File: src/hw/rtl/sha1he_pkg.sv
// types, constants and command structures shared by the sha1 hash engine
`default_nettype none
package sha1he_pkg;

  localparam int unsigned WORD_W   = 32;
  localparam int unsigned BYTE_W   = 8;
  localparam int unsigned POS_W    = 6;
  localparam int unsigned LEN_W    = 61;
  localparam int unsigned ROUND_W  = 7;
  localparam int unsigned IDX_W    = 3;
  localparam int unsigned BLK_WRDS = 16;
  localparam int unsigned CHAIN_N  = 5;

  localparam logic [ROUND_W-1:0] LAST_ROUND = 7'd79;
  localparam logic [IDX_W-1:0]   LAST_IDX   = 3'd4;
  localparam logic [BYTE_W-1:0]  PAD_BYTE   = 8'h80;

  localparam logic [WORD_W-1:0] H_INIT [CHAIN_N] = '{
    32'h67452301, 32'hEFCDAB89, 32'h98BADCFE, 32'h10325476, 32'hC3D2E1F0
  };

  localparam logic [WORD_W-1:0] K_ROUND [4] = '{
    32'h5A827999, 32'h6ED9EBA1, 32'h8F1BBCDC, 32'hCA62C1D6
  };

  typedef enum logic [2:0] {
    ST_IDLE,
    ST_LOAD,
    ST_ROUND,
    ST_ADD,
    ST_PAD,
    ST_LEN,
    ST_EMIT
  } state_t;

  typedef enum logic [1:0] {
    PH_DATA,
    PH_DATA_LAST,
    PH_PAD_EXTRA,
    PH_FINAL
  } phase_t;

  typedef enum logic [1:0] {
    GRP_CH,
    GRP_PAR1,
    GRP_MAJ,
    GRP_PAR2
  } rnd_grp_t;

  typedef struct packed {
    logic             write_byte;
    logic             load;
    logic             round;
    rnd_grp_t         grp;
    logic             add;
    logic             pad;
    logic             len_blk;
    logic             emit;
    logic [IDX_W-1:0] emit_idx;
    logic             finish;
  } dp_cmd_t;

  typedef struct packed {
    logic pos_full;
    logic pos_ge56;
  } dp_stat_t;

endpackage
`default_nettype wire

File: src/hw/rtl/sha1he_ctrl.sv
// controller state machine sequencing byte intake, padding, rounds and digest output
`default_nettype none
module sha1he_ctrl (
  input  wire logic                clk,
  input  wire logic                rst_n,
  input  wire logic                start,
  input  wire logic                in_has_byte,
  input  wire logic                in_last,
  input  wire sha1he_pkg::dp_stat_t stat,
  output sha1he_pkg::dp_cmd_t      cmd,
  output logic                     busy
);
  import sha1he_pkg::*;

  state_t               state_r, state_nxt;
  phase_t               phase_r, phase_nxt;
  logic [ROUND_W-1:0]   round_r, round_nxt;
  logic [IDX_W-1:0]     emit_r, emit_nxt;

  always_ff @(posedge clk) begin
    if (!rst_n) begin
      state_r <= ST_IDLE;
      phase_r <= PH_DATA;
      round_r <= '0;
      emit_r  <= '0;
    end else begin
      state_r <= state_nxt;
      phase_r <= phase_nxt;
      round_r <= round_nxt;
      emit_r  <= emit_nxt;
    end
  end

  // next state
  always_comb begin
    state_nxt = state_r;
    phase_nxt = phase_r;
    round_nxt = round_r;
    emit_nxt  = emit_r;
    unique case (state_r)
      ST_IDLE: begin
        if (start) begin
          if (in_has_byte && stat.pos_full) begin
            phase_nxt = in_last ? PH_DATA_LAST : PH_DATA;
            state_nxt = ST_LOAD;
          end else if (in_last) begin
            state_nxt = ST_PAD;
          end
        end
      end
      ST_LOAD: begin
        round_nxt = '0;
        state_nxt = ST_ROUND;
      end
      ST_ROUND: begin
        round_nxt = round_r + 1'b1;
        if (round_r == LAST_ROUND) begin
          state_nxt = ST_ADD;
        end
      end
      ST_ADD: begin
        unique case (phase_r)
          PH_DATA:      state_nxt = ST_IDLE;
          PH_DATA_LAST: state_nxt = ST_PAD;
          PH_PAD_EXTRA: state_nxt = ST_LEN;
          PH_FINAL:     state_nxt = ST_EMIT;
          default:      state_nxt = ST_IDLE;
        endcase
        emit_nxt = '0;
      end
      ST_PAD: begin
        phase_nxt = stat.pos_ge56 ? PH_PAD_EXTRA : PH_FINAL;
        state_nxt = ST_LOAD;
      end
      ST_LEN: begin
        phase_nxt = PH_FINAL;
        state_nxt = ST_LOAD;
      end
      ST_EMIT: begin
        emit_nxt = emit_r + 1'b1;
        if (emit_r == LAST_IDX) begin
          emit_nxt  = '0;
          state_nxt = ST_IDLE;
        end
      end
      default: state_nxt = ST_IDLE;
    endcase
  end

  // outputs
  always_comb begin
    cmd            = '0;
    busy           = (state_r != ST_IDLE);
    cmd.grp        = GRP_CH;
    cmd.emit_idx   = emit_r;
    if (round_r < 7'd20) begin
      cmd.grp = GRP_CH;
    end else if (round_r < 7'd40) begin
      cmd.grp = GRP_PAR1;
    end else if (round_r < 7'd60) begin
      cmd.grp = GRP_MAJ;
    end else begin
      cmd.grp = GRP_PAR2;
    end
    unique case (state_r)
      ST_IDLE:  cmd.write_byte = start && in_has_byte;
      ST_LOAD:  cmd.load       = 1'b1;
      ST_ROUND: cmd.round      = 1'b1;
      ST_ADD:   cmd.add        = 1'b1;
      ST_PAD:   cmd.pad        = 1'b1;
      ST_LEN:   cmd.len_blk    = 1'b1;
      ST_EMIT: begin
        cmd.emit   = 1'b1;
        cmd.finish = (emit_r == LAST_IDX);
      end
      default: cmd.load = 1'b0;
    endcase
  end

`ifndef SYNTHESIS
  a_round_range: assert property (@(posedge clk) disable iff (!rst_n)
    (state_r == ST_ROUND) |-> (round_r <= LAST_ROUND))
    else $error("round counter beyond last round");

  a_pad_entry: assert property (@(posedge clk) disable iff (!rst_n)
    (state_r == ST_PAD) |-> ($past(state_r) == ST_IDLE || $past(state_r) == ST_ADD))
    else $error("padding entered from unexpected state");
`endif

endmodule
`default_nettype wire

File: src/hw/rtl/sha1he_dp.sv
// datapath: block buffer and message schedule, round unit, chaining value and digest output
`default_nettype none
module sha1he_dp (
  input  wire logic                 clk,
  input  wire logic                 rst_n,
  input  wire sha1he_pkg::dp_cmd_t  cmd,
  input  wire logic [7:0]           in_data_byte,
  output sha1he_pkg::dp_stat_t      stat,
  output logic                      out_valid,
  output logic [31:0]               out_digest_word,
  output logic [2:0]                out_word_index,
  output logic                      out_last_word
);
  import sha1he_pkg::*;

  logic [WORD_W-1:0] blk_r   [BLK_WRDS];
  logic [WORD_W-1:0] chain_r [CHAIN_N];
  logic [WORD_W-1:0] a_r, b_r, c_r, d_r, e_r;
  logic [POS_W-1:0]  pos_r;
  logic [LEN_W-1:0]  len_r;
  logic              out_valid_r;
  logic [WORD_W-1:0] out_word_r;
  logic [IDX_W-1:0]  out_idx_r;
  logic              out_last_r;

  logic [3:0]        widx;
  logic [BYTE_W-1:0] byte_val;
  logic [63:0]       bit_len;
  logic [WORD_W-1:0] f_val;
  logic [WORD_W-1:0] t_val;
  logic [WORD_W-1:0] sched_x;
  logic [WORD_W-1:0] sched_new;

  assign widx      = pos_r[5:2];
  assign byte_val  = cmd.pad ? PAD_BYTE : in_data_byte;
  assign bit_len   = {len_r, 3'b000};
  assign sched_x   = blk_r[13] ^ blk_r[8] ^ blk_r[2] ^ blk_r[0];
  assign sched_new = {sched_x[30:0], sched_x[31]};

  assign stat.pos_full = (pos_r == 6'd63);
  assign stat.pos_ge56 = (pos_r[5:3] == 3'b111);

  always_comb begin
    case (cmd.grp)
      GRP_CH:   f_val = (b_r & c_r) | (~b_r & d_r);
      GRP_MAJ:  f_val = (b_r & c_r) | (b_r & d_r) | (c_r & d_r);
      default:  f_val = b_r ^ c_r ^ d_r;
    endcase
    t_val = {a_r[26:0], a_r[31:27]} + f_val + e_r + K_ROUND[cmd.grp] + blk_r[0];
  end

  // block buffer, doubling as the 16-word schedule window during rounds
  always_ff @(posedge clk) begin
    if (cmd.write_byte || cmd.pad) begin
      case (pos_r[1:0])
        2'd0:    blk_r[widx]        <= {byte_val, 24'h000000};
        2'd1:    blk_r[widx][23:16] <= byte_val;
        2'd2:    blk_r[widx][15:8]  <= byte_val;
        default: blk_r[widx][7:0]   <= byte_val;
      endcase
    end
    if (cmd.pad) begin
      for (int i = 0; i < BLK_WRDS - 2; i++) begin
        if (4'(i) > widx) begin
          blk_r[i] <= '0;
        end
      end
      if (stat.pos_ge56) begin
        if (widx == 4'd14) begin
          blk_r[15] <= '0;
        end
      end else begin
        blk_r[14] <= bit_len[63:32];
        blk_r[15] <= bit_len[31:0];
      end
    end
    if (cmd.len_blk) begin
      for (int i = 0; i < BLK_WRDS - 2; i++) begin
        blk_r[i] <= '0;
      end
      blk_r[14] <= bit_len[63:32];
      blk_r[15] <= bit_len[31:0];
    end
    if (cmd.round) begin
      for (int i = 0; i < BLK_WRDS - 1; i++) begin
        blk_r[i] <= blk_r[i+1];
      end
      blk_r[15] <= sched_new;
    end
  end

  // working variables
  always_ff @(posedge clk) begin
    if (cmd.load) begin
      a_r <= chain_r[0];
      b_r <= chain_r[1];
      c_r <= chain_r[2];
      d_r <= chain_r[3];
      e_r <= chain_r[4];
    end else if (cmd.round) begin
      a_r <= t_val;
      b_r <= a_r;
      c_r <= {b_r[1:0], b_r[31:2]};
      d_r <= c_r;
      e_r <= d_r;
    end
  end

  // chaining value and message counters
  always_ff @(posedge clk) begin
    if (!rst_n) begin
      for (int i = 0; i < CHAIN_N; i++) begin
        chain_r[i] <= H_INIT[i];
      end
      pos_r <= '0;
      len_r <= '0;
    end else begin
      if (cmd.add) begin
        chain_r[0] <= chain_r[0] + a_r;
        chain_r[1] <= chain_r[1] + b_r;
        chain_r[2] <= chain_r[2] + c_r;
        chain_r[3] <= chain_r[3] + d_r;
        chain_r[4] <= chain_r[4] + e_r;
      end
      if (cmd.write_byte) begin
        pos_r <= pos_r + 1'b1;
        len_r <= len_r + 1'b1;
      end
      if (cmd.finish) begin
        for (int i = 0; i < CHAIN_N; i++) begin
          chain_r[i] <= H_INIT[i];
        end
        pos_r <= '0;
        len_r <= '0;
      end
    end
  end

  // digest output register
  always_ff @(posedge clk) begin
    if (!rst_n) begin
      out_valid_r <= 1'b0;
    end else begin
      out_valid_r <= cmd.emit;
    end
  end

  always_ff @(posedge clk) begin
    if (cmd.emit) begin
      out_word_r <= chain_r[cmd.emit_idx];
      out_idx_r  <= cmd.emit_idx;
      out_last_r <= (cmd.emit_idx == LAST_IDX);
    end
  end

  assign out_valid       = out_valid_r;
  assign out_digest_word = out_word_r;
  assign out_word_index  = out_idx_r;
  assign out_last_word   = out_last_r;

`ifndef SYNTHESIS
  a_words_contiguous: assert property (@(posedge clk) disable iff (!rst_n)
    (out_valid_r && !out_last_r) |=>
      (out_valid_r && out_idx_r == $past(out_idx_r) + 3'd1))
    else $error("digest words not emitted back to back");

  a_finish_clears: assert property (@(posedge clk) disable iff (!rst_n)
    cmd.finish |=> (pos_r == '0 && len_r == '0 && chain_r[0] == H_INIT[0]))
    else $error("message state not cleared after digest");
`endif

endmodule
`default_nettype wire

File: src/hw/rtl/sha1_hash_engine.sv
// sha1 hash engine top level: byte-fed message intake, compression and digest output
// a byte that does not fill a block leaves busy low; a block-filling byte keeps busy high
// while the block is compressed (load, 80 rounds at one per cycle in the shared round unit, add)
// and no byte is taken meanwhile; end of message: the padding block is compressed (preceded by
// the block of a block-filling last byte, followed by a length-only block when the padding needs
// a second block), then the five digest words follow back to back;
// results cannot be stalled; synchronous active-low reset restores the initial chaining value
`default_nettype none
module sha1_hash_engine (
  input  wire logic        clk,
  input  wire logic        rst_n,
  input  wire logic        start,
  output logic             busy,
  input  wire logic [7:0]  in_data_byte,
  input  wire logic        in_has_byte,
  input  wire logic        in_last,
  output logic             out_valid,
  output logic [31:0]      out_digest_word,
  output logic [2:0]       out_word_index,
  output logic             out_last_word
);
  import sha1he_pkg::*;

  dp_cmd_t  cmd;
  dp_stat_t stat;

  sha1he_ctrl u_ctrl (
    .clk         (clk),
    .rst_n       (rst_n),
    .start       (start),
    .in_has_byte (in_has_byte),
    .in_last     (in_last),
    .stat        (stat),
    .cmd         (cmd),
    .busy        (busy)
  );

  sha1he_dp u_dp (
    .clk             (clk),
    .rst_n           (rst_n),
    .cmd             (cmd),
    .in_data_byte    (in_data_byte),
    .stat            (stat),
    .out_valid       (out_valid),
    .out_digest_word (out_digest_word),
    .out_word_index  (out_word_index),
    .out_last_word   (out_last_word)
  );

endmodule
`default_nettype wire

File: config.mk
export PLATFORM = sky130hd
export DESIGN_NAME = sha1_hash_engine
export DESIGN_NICKNAME = d
export VERILOG_FILES = /design/src/hw/rtl/sha1he_pkg.sv /design/src/hw/rtl/sha1he_ctrl.sv /design/src/hw/rtl/sha1he_dp.sv /design/src/hw/rtl/sha1_hash_engine.sv
export SDC_FILE = /design/constraint.sdc
export NUM_CORES = 2
export LEC_CHECK = 0
export BUFFER_PORTS_ARGS = -buffer_cell sky130_fd_sc_hd__buf_4
export CAP_MARGIN = 0
export CELL_PAD_IN_SITES_DETAIL_PLACEMENT = 2
export CELL_PAD_IN_SITES_GLOBAL_PLACEMENT = 2
export CORE_MARGIN = 2
export CORE_UTILIZATION = 44
export CTS_BUF_LIST = sky130_fd_sc_hd__clkbuf_4
export CTS_CLUSTER_SIZE = 10
export DETAILED_ROUTE_END_ITERATION = 8
export HOLD_SLACK_MARGIN = 0.06
export PLACE_DENSITY = 0.78
export SLEW_MARGIN = 20
export SYNTH_ARGS = -nofsm -noshare
export SYNTH_HDL_FRONTEND = slang
export SYNTH_HIERARCHICAL = 1
export SYNTH_SLANG_ARGS = --single-unit
File: constraint.sdc
create_clock -name clk -period 7.56 [get_ports clk]
set_input_delay 1.512 -clock clk [delete_from_list [all_inputs] [get_ports clk]]
set_output_delay 1.512 -clock clk [all_outputs]
set_load 0.01 [all_outputs]
==> results.cfg <==
[yosys]
synth_top_cell_by_area = edfxtp_1
syn_inst = 5185
yosys_warnings = 6
ys_ff_latch = 951
netlist.area_leader.share = 0.381
ys_dominant_reg_cell = edfxtp_1
async_flop_share = 0
synth.distinct_cells = 102
synthTopCellsByArea = edfxtp_1 38%, dfxtp_1 10%, nand2_1 5.5%
synth_area_sq_um = 53200
postSynthNetCount = 5527
synth-seq-area-share = 0.485
synth-edff-count = 676
avgSynthCellArea_sq_um = 10.3

[sta]
worst_slew_pin_slew_ps = 1180
rsz0062_at_grt = no
finalHoldViolations = 0
fin_skew_ps = 116
period_needed_ps = 7160
max-slew-margin-rel = 0.204
drv_slew = 0
finalCritPeriodShare = 0.947
setup_violations = 0
fin_setup_tns_ps = 0
fmax_ghz = 0.140

[worst_setup_path]
critical_path_class = reg -> reg
crit_path_frequent_cell = inv_1
path_cells = inv_1 -> maj3_1 -> a221o_1 -> inv_1 -> ha_1 -> inv_1 -> o22ai_1 -> a21oi_1 -> fa_1 -> fa_1 -> inv_1 -> ha_1 -> fa_1 -> a21o_1 -> a21oi_1 -> o21a_1 -> o31ai_1 -> a211oi_1 -> o21ai_1 -> a21o_1 -> a21oi_1 -> xor2_1 -> o21ai_1
cp.arrival_ps = 8090
max_stage_delay_ps = 560
rrSetupSlack_ps = 400
crit_slowest_cell = a221o_1
endpoint_kind = flop
rr_endpoint = u_dp/a_r[23]
r2r_start = u_ctrl/round_r[5]
worstPathRequired_ps = 8490
r2r_cells = 23
crit_path_start_kind = flop
cp_max_fo = 18

[clocking]
postCtsSetupBuffers = 0
clock-sinks = 951
cts_tree = built
clkSlewWorstSetupHoldPaths_ps = 90
clock-root-buffer = clkbuf_4
cts-htree-levels = 5
hold_buffers = 0
cts-resized-gates = 0
clk-insertion-delay-late_ps = 1330
cts_buffers = 298
cts_buffer_depth = 4

[place]
gp_congestion = 0.864
hpwl_mm = 142
port_buffers = 50

[power]
power.leakage_nw = 24.8
powerDensity_nw_per_um2 = 257
ir_worst_vdd_mv = 0.197

[die]
fp.dieW_microns = 352
placement_rows = 127
dieArea_sq_um = 124000
die_y_microns = 352
core_sq_um = 120000
start_util = 0.444
io_pins = 51

[global_route]
use_met1 = 0.405
antenna_found_initial = 5
grt.met3_usage = 0.0484
grt_pass1_vias = 46600
grt-ovfl-total = 0
grtUsageMet2 = 0.565
grt_busiest_layer = met2
grtUsageTotal = 0.326
grt_start_max_net_pins = 211
grt_pass1_wl_mm = 300

[final_layout]
nets = 5709
drive_gt1_frac = 0.142
syn2layout_area_growth_pct = 11.3
final_cell_mix = 774 x nand2_1, 676 x edfxtp_1, 457 x clkbuf_4, 436 x o21ai_0, 308 x a21o_1
final_util = 0.494
final_common_cell = nand2_1

[detailed_routing]
wire_per_inst_microns = 28.0
drt_iter0_drc = 3127
postRouteAntennaNets = 0
avgViaCountPerCell = 5.96
dr.pass1.iters = 6
vias = 42900
drcViolationCount = 0
wl_mm = 202

[job]
maxCapViolations = 0

[worst_hold_path]
hold_depth = 2
min-delay-start = u_dp/blk_r[1][23]
hp-class = reg -> reg
holdPathEnd = u_dp/blk_r[0][23]

[status]
status = completed
## cell type report
class                           instances  area (sq um)
Antenna cell                            8          20.0
Sequential cell                       951         25800
Clock buffer                          457          3430
Multi-Input combinational cell       3659         25400
Clock inverter                         51           245
Inverter                              309          1180
Tap cell                             1612          2020
Fill cell                           12400         60700
Timing Repair Buffer                  148          1170
## per-stage QoR
step / power [mW] / instances / setup WS [ps] / hold WS, ps / cell area, sq um
after floorplan: 8.73 / 5185 / 1520 / 422 / 53200
after global placement: 9.82 / 6679 / 665 / 425 / 55500
after detailed placement: 10.0 / 6679 / 456 / 446 / 55500
after CTS: 15.3 / 7187 / 405 / 434 / 59200
after global routing: 16.0 / 7194 / 98.2 / 445 / 59300
final: 15.3 / 7195 / 404 / 431 / 59300
## power by group
part           internal [mW]  switching (mW)  leakage [nW]
clock network           2.80            2.46          2.22
logic                   1.28            2.21          14.0
registers               6.19           0.311          8.59
## cell usage after synthesis, types with 20 or more instances
master / n
a211oi_1: 36
a21o_1: 308
a21oi_1: 275
a22o_1: 45
a31oi_1: 27
and3_1: 28
clkbuf_1: 238
dfxtp_1: 275
edfxtp_1: 676
fa_1: 125
ha_1: 204
inv_1: 308
mux2_2: 62
mux2i_1: 63
mux4_2: 32
nand2_1: 774
nand2b_1: 39
nand3_1: 63
nand4_1: 21
nor2_1: 277
nor2b_1: 38
nor3_1: 90
o211ai_1: 20
o21a_1: 29
o21ai_0: 449
o21ai_1: 22
o22ai_1: 22
or3_1: 22
xnor2_1: 188
xor2_1: 121
## state kept, by name (all words and copies together), names as in the netlist
name / flops
u_dp/out_digest_word: 32
u_dp/pos_r: 6
u_dp/out_word_index: 3
u_dp/b_r: 32
u_ctrl/state_r: 3
u_dp/len_r: 61
u_ctrl/round_r: 7
u_dp/a_r: 32
u_dp/c_r: 32
u_dp/d_r: 32
u_dp/blk_r: 512
u_dp/out_last_word: 1
u_dp/chain_r: 160
u_ctrl/emit_r: 3
u_dp/e_r: 32
u_dp/out_valid: 1
u_ctrl/phase_r: 2
## worst max-delay path: cells and delay by family (launching register included)
| kind | cells | cell delay, ps |
|---|---|---|
| XOR/XNOR | 1 | 180 |
| AO/OA/AOI/OAI | 12 | 3020 |
| flip-flops | 1 | 400 |
| adder cells (fa/ha/maj) | 6 | 2500 |
| buffers and inverters | 4 | 770 |
## metal layers
layer | part of all wire | wire length, microns
met5 | 0.000064 | 13
met4 | 0.042 | 8500
met1 | 0.41 | 83200
met2 | 0.50 | 100000
met3 | 0.047 | 9530
## logic make-up (layout without fill, tap and decap cells)
group                    after synthesis  after routing  share of synthesized area
XOR/XNOR                             309            309                     0.0508
adder cells (fa/ha/maj)              330            330                     0.0951
other                                  0              8                          0
flip-flops                           951            951                      0.485
buffers and inverters                575            965                     0.0413
AO/OA/AOI/OAI                       1410           1410                      0.169
AND/OR/NAND/NOR                     1453           1453                      0.121
multiplexers                         157            157                     0.0385
## how the worst max path moves through the flow
| stage | from | cells after the start | to |
|---|---|---|---|
| floorplan | u_ctrl/round_r[4] | 25 | u_dp/a_r[23] |
| global placement | u_ctrl/round_r[5] | 23 | u_dp/a_r[23] |
| detailed placement | u_ctrl/round_r[5] | 23 | u_dp/a_r[23] |
| CTS | u_ctrl/round_r[5] | 23 | u_dp/a_r[23] |
| global route | u_ctrl/round_r[5] | 23 | u_dp/a_r[23] |
| finish | u_ctrl/round_r[5] | 23 | u_dp/a_r[23] |
(Power assumes the default switching activity.)
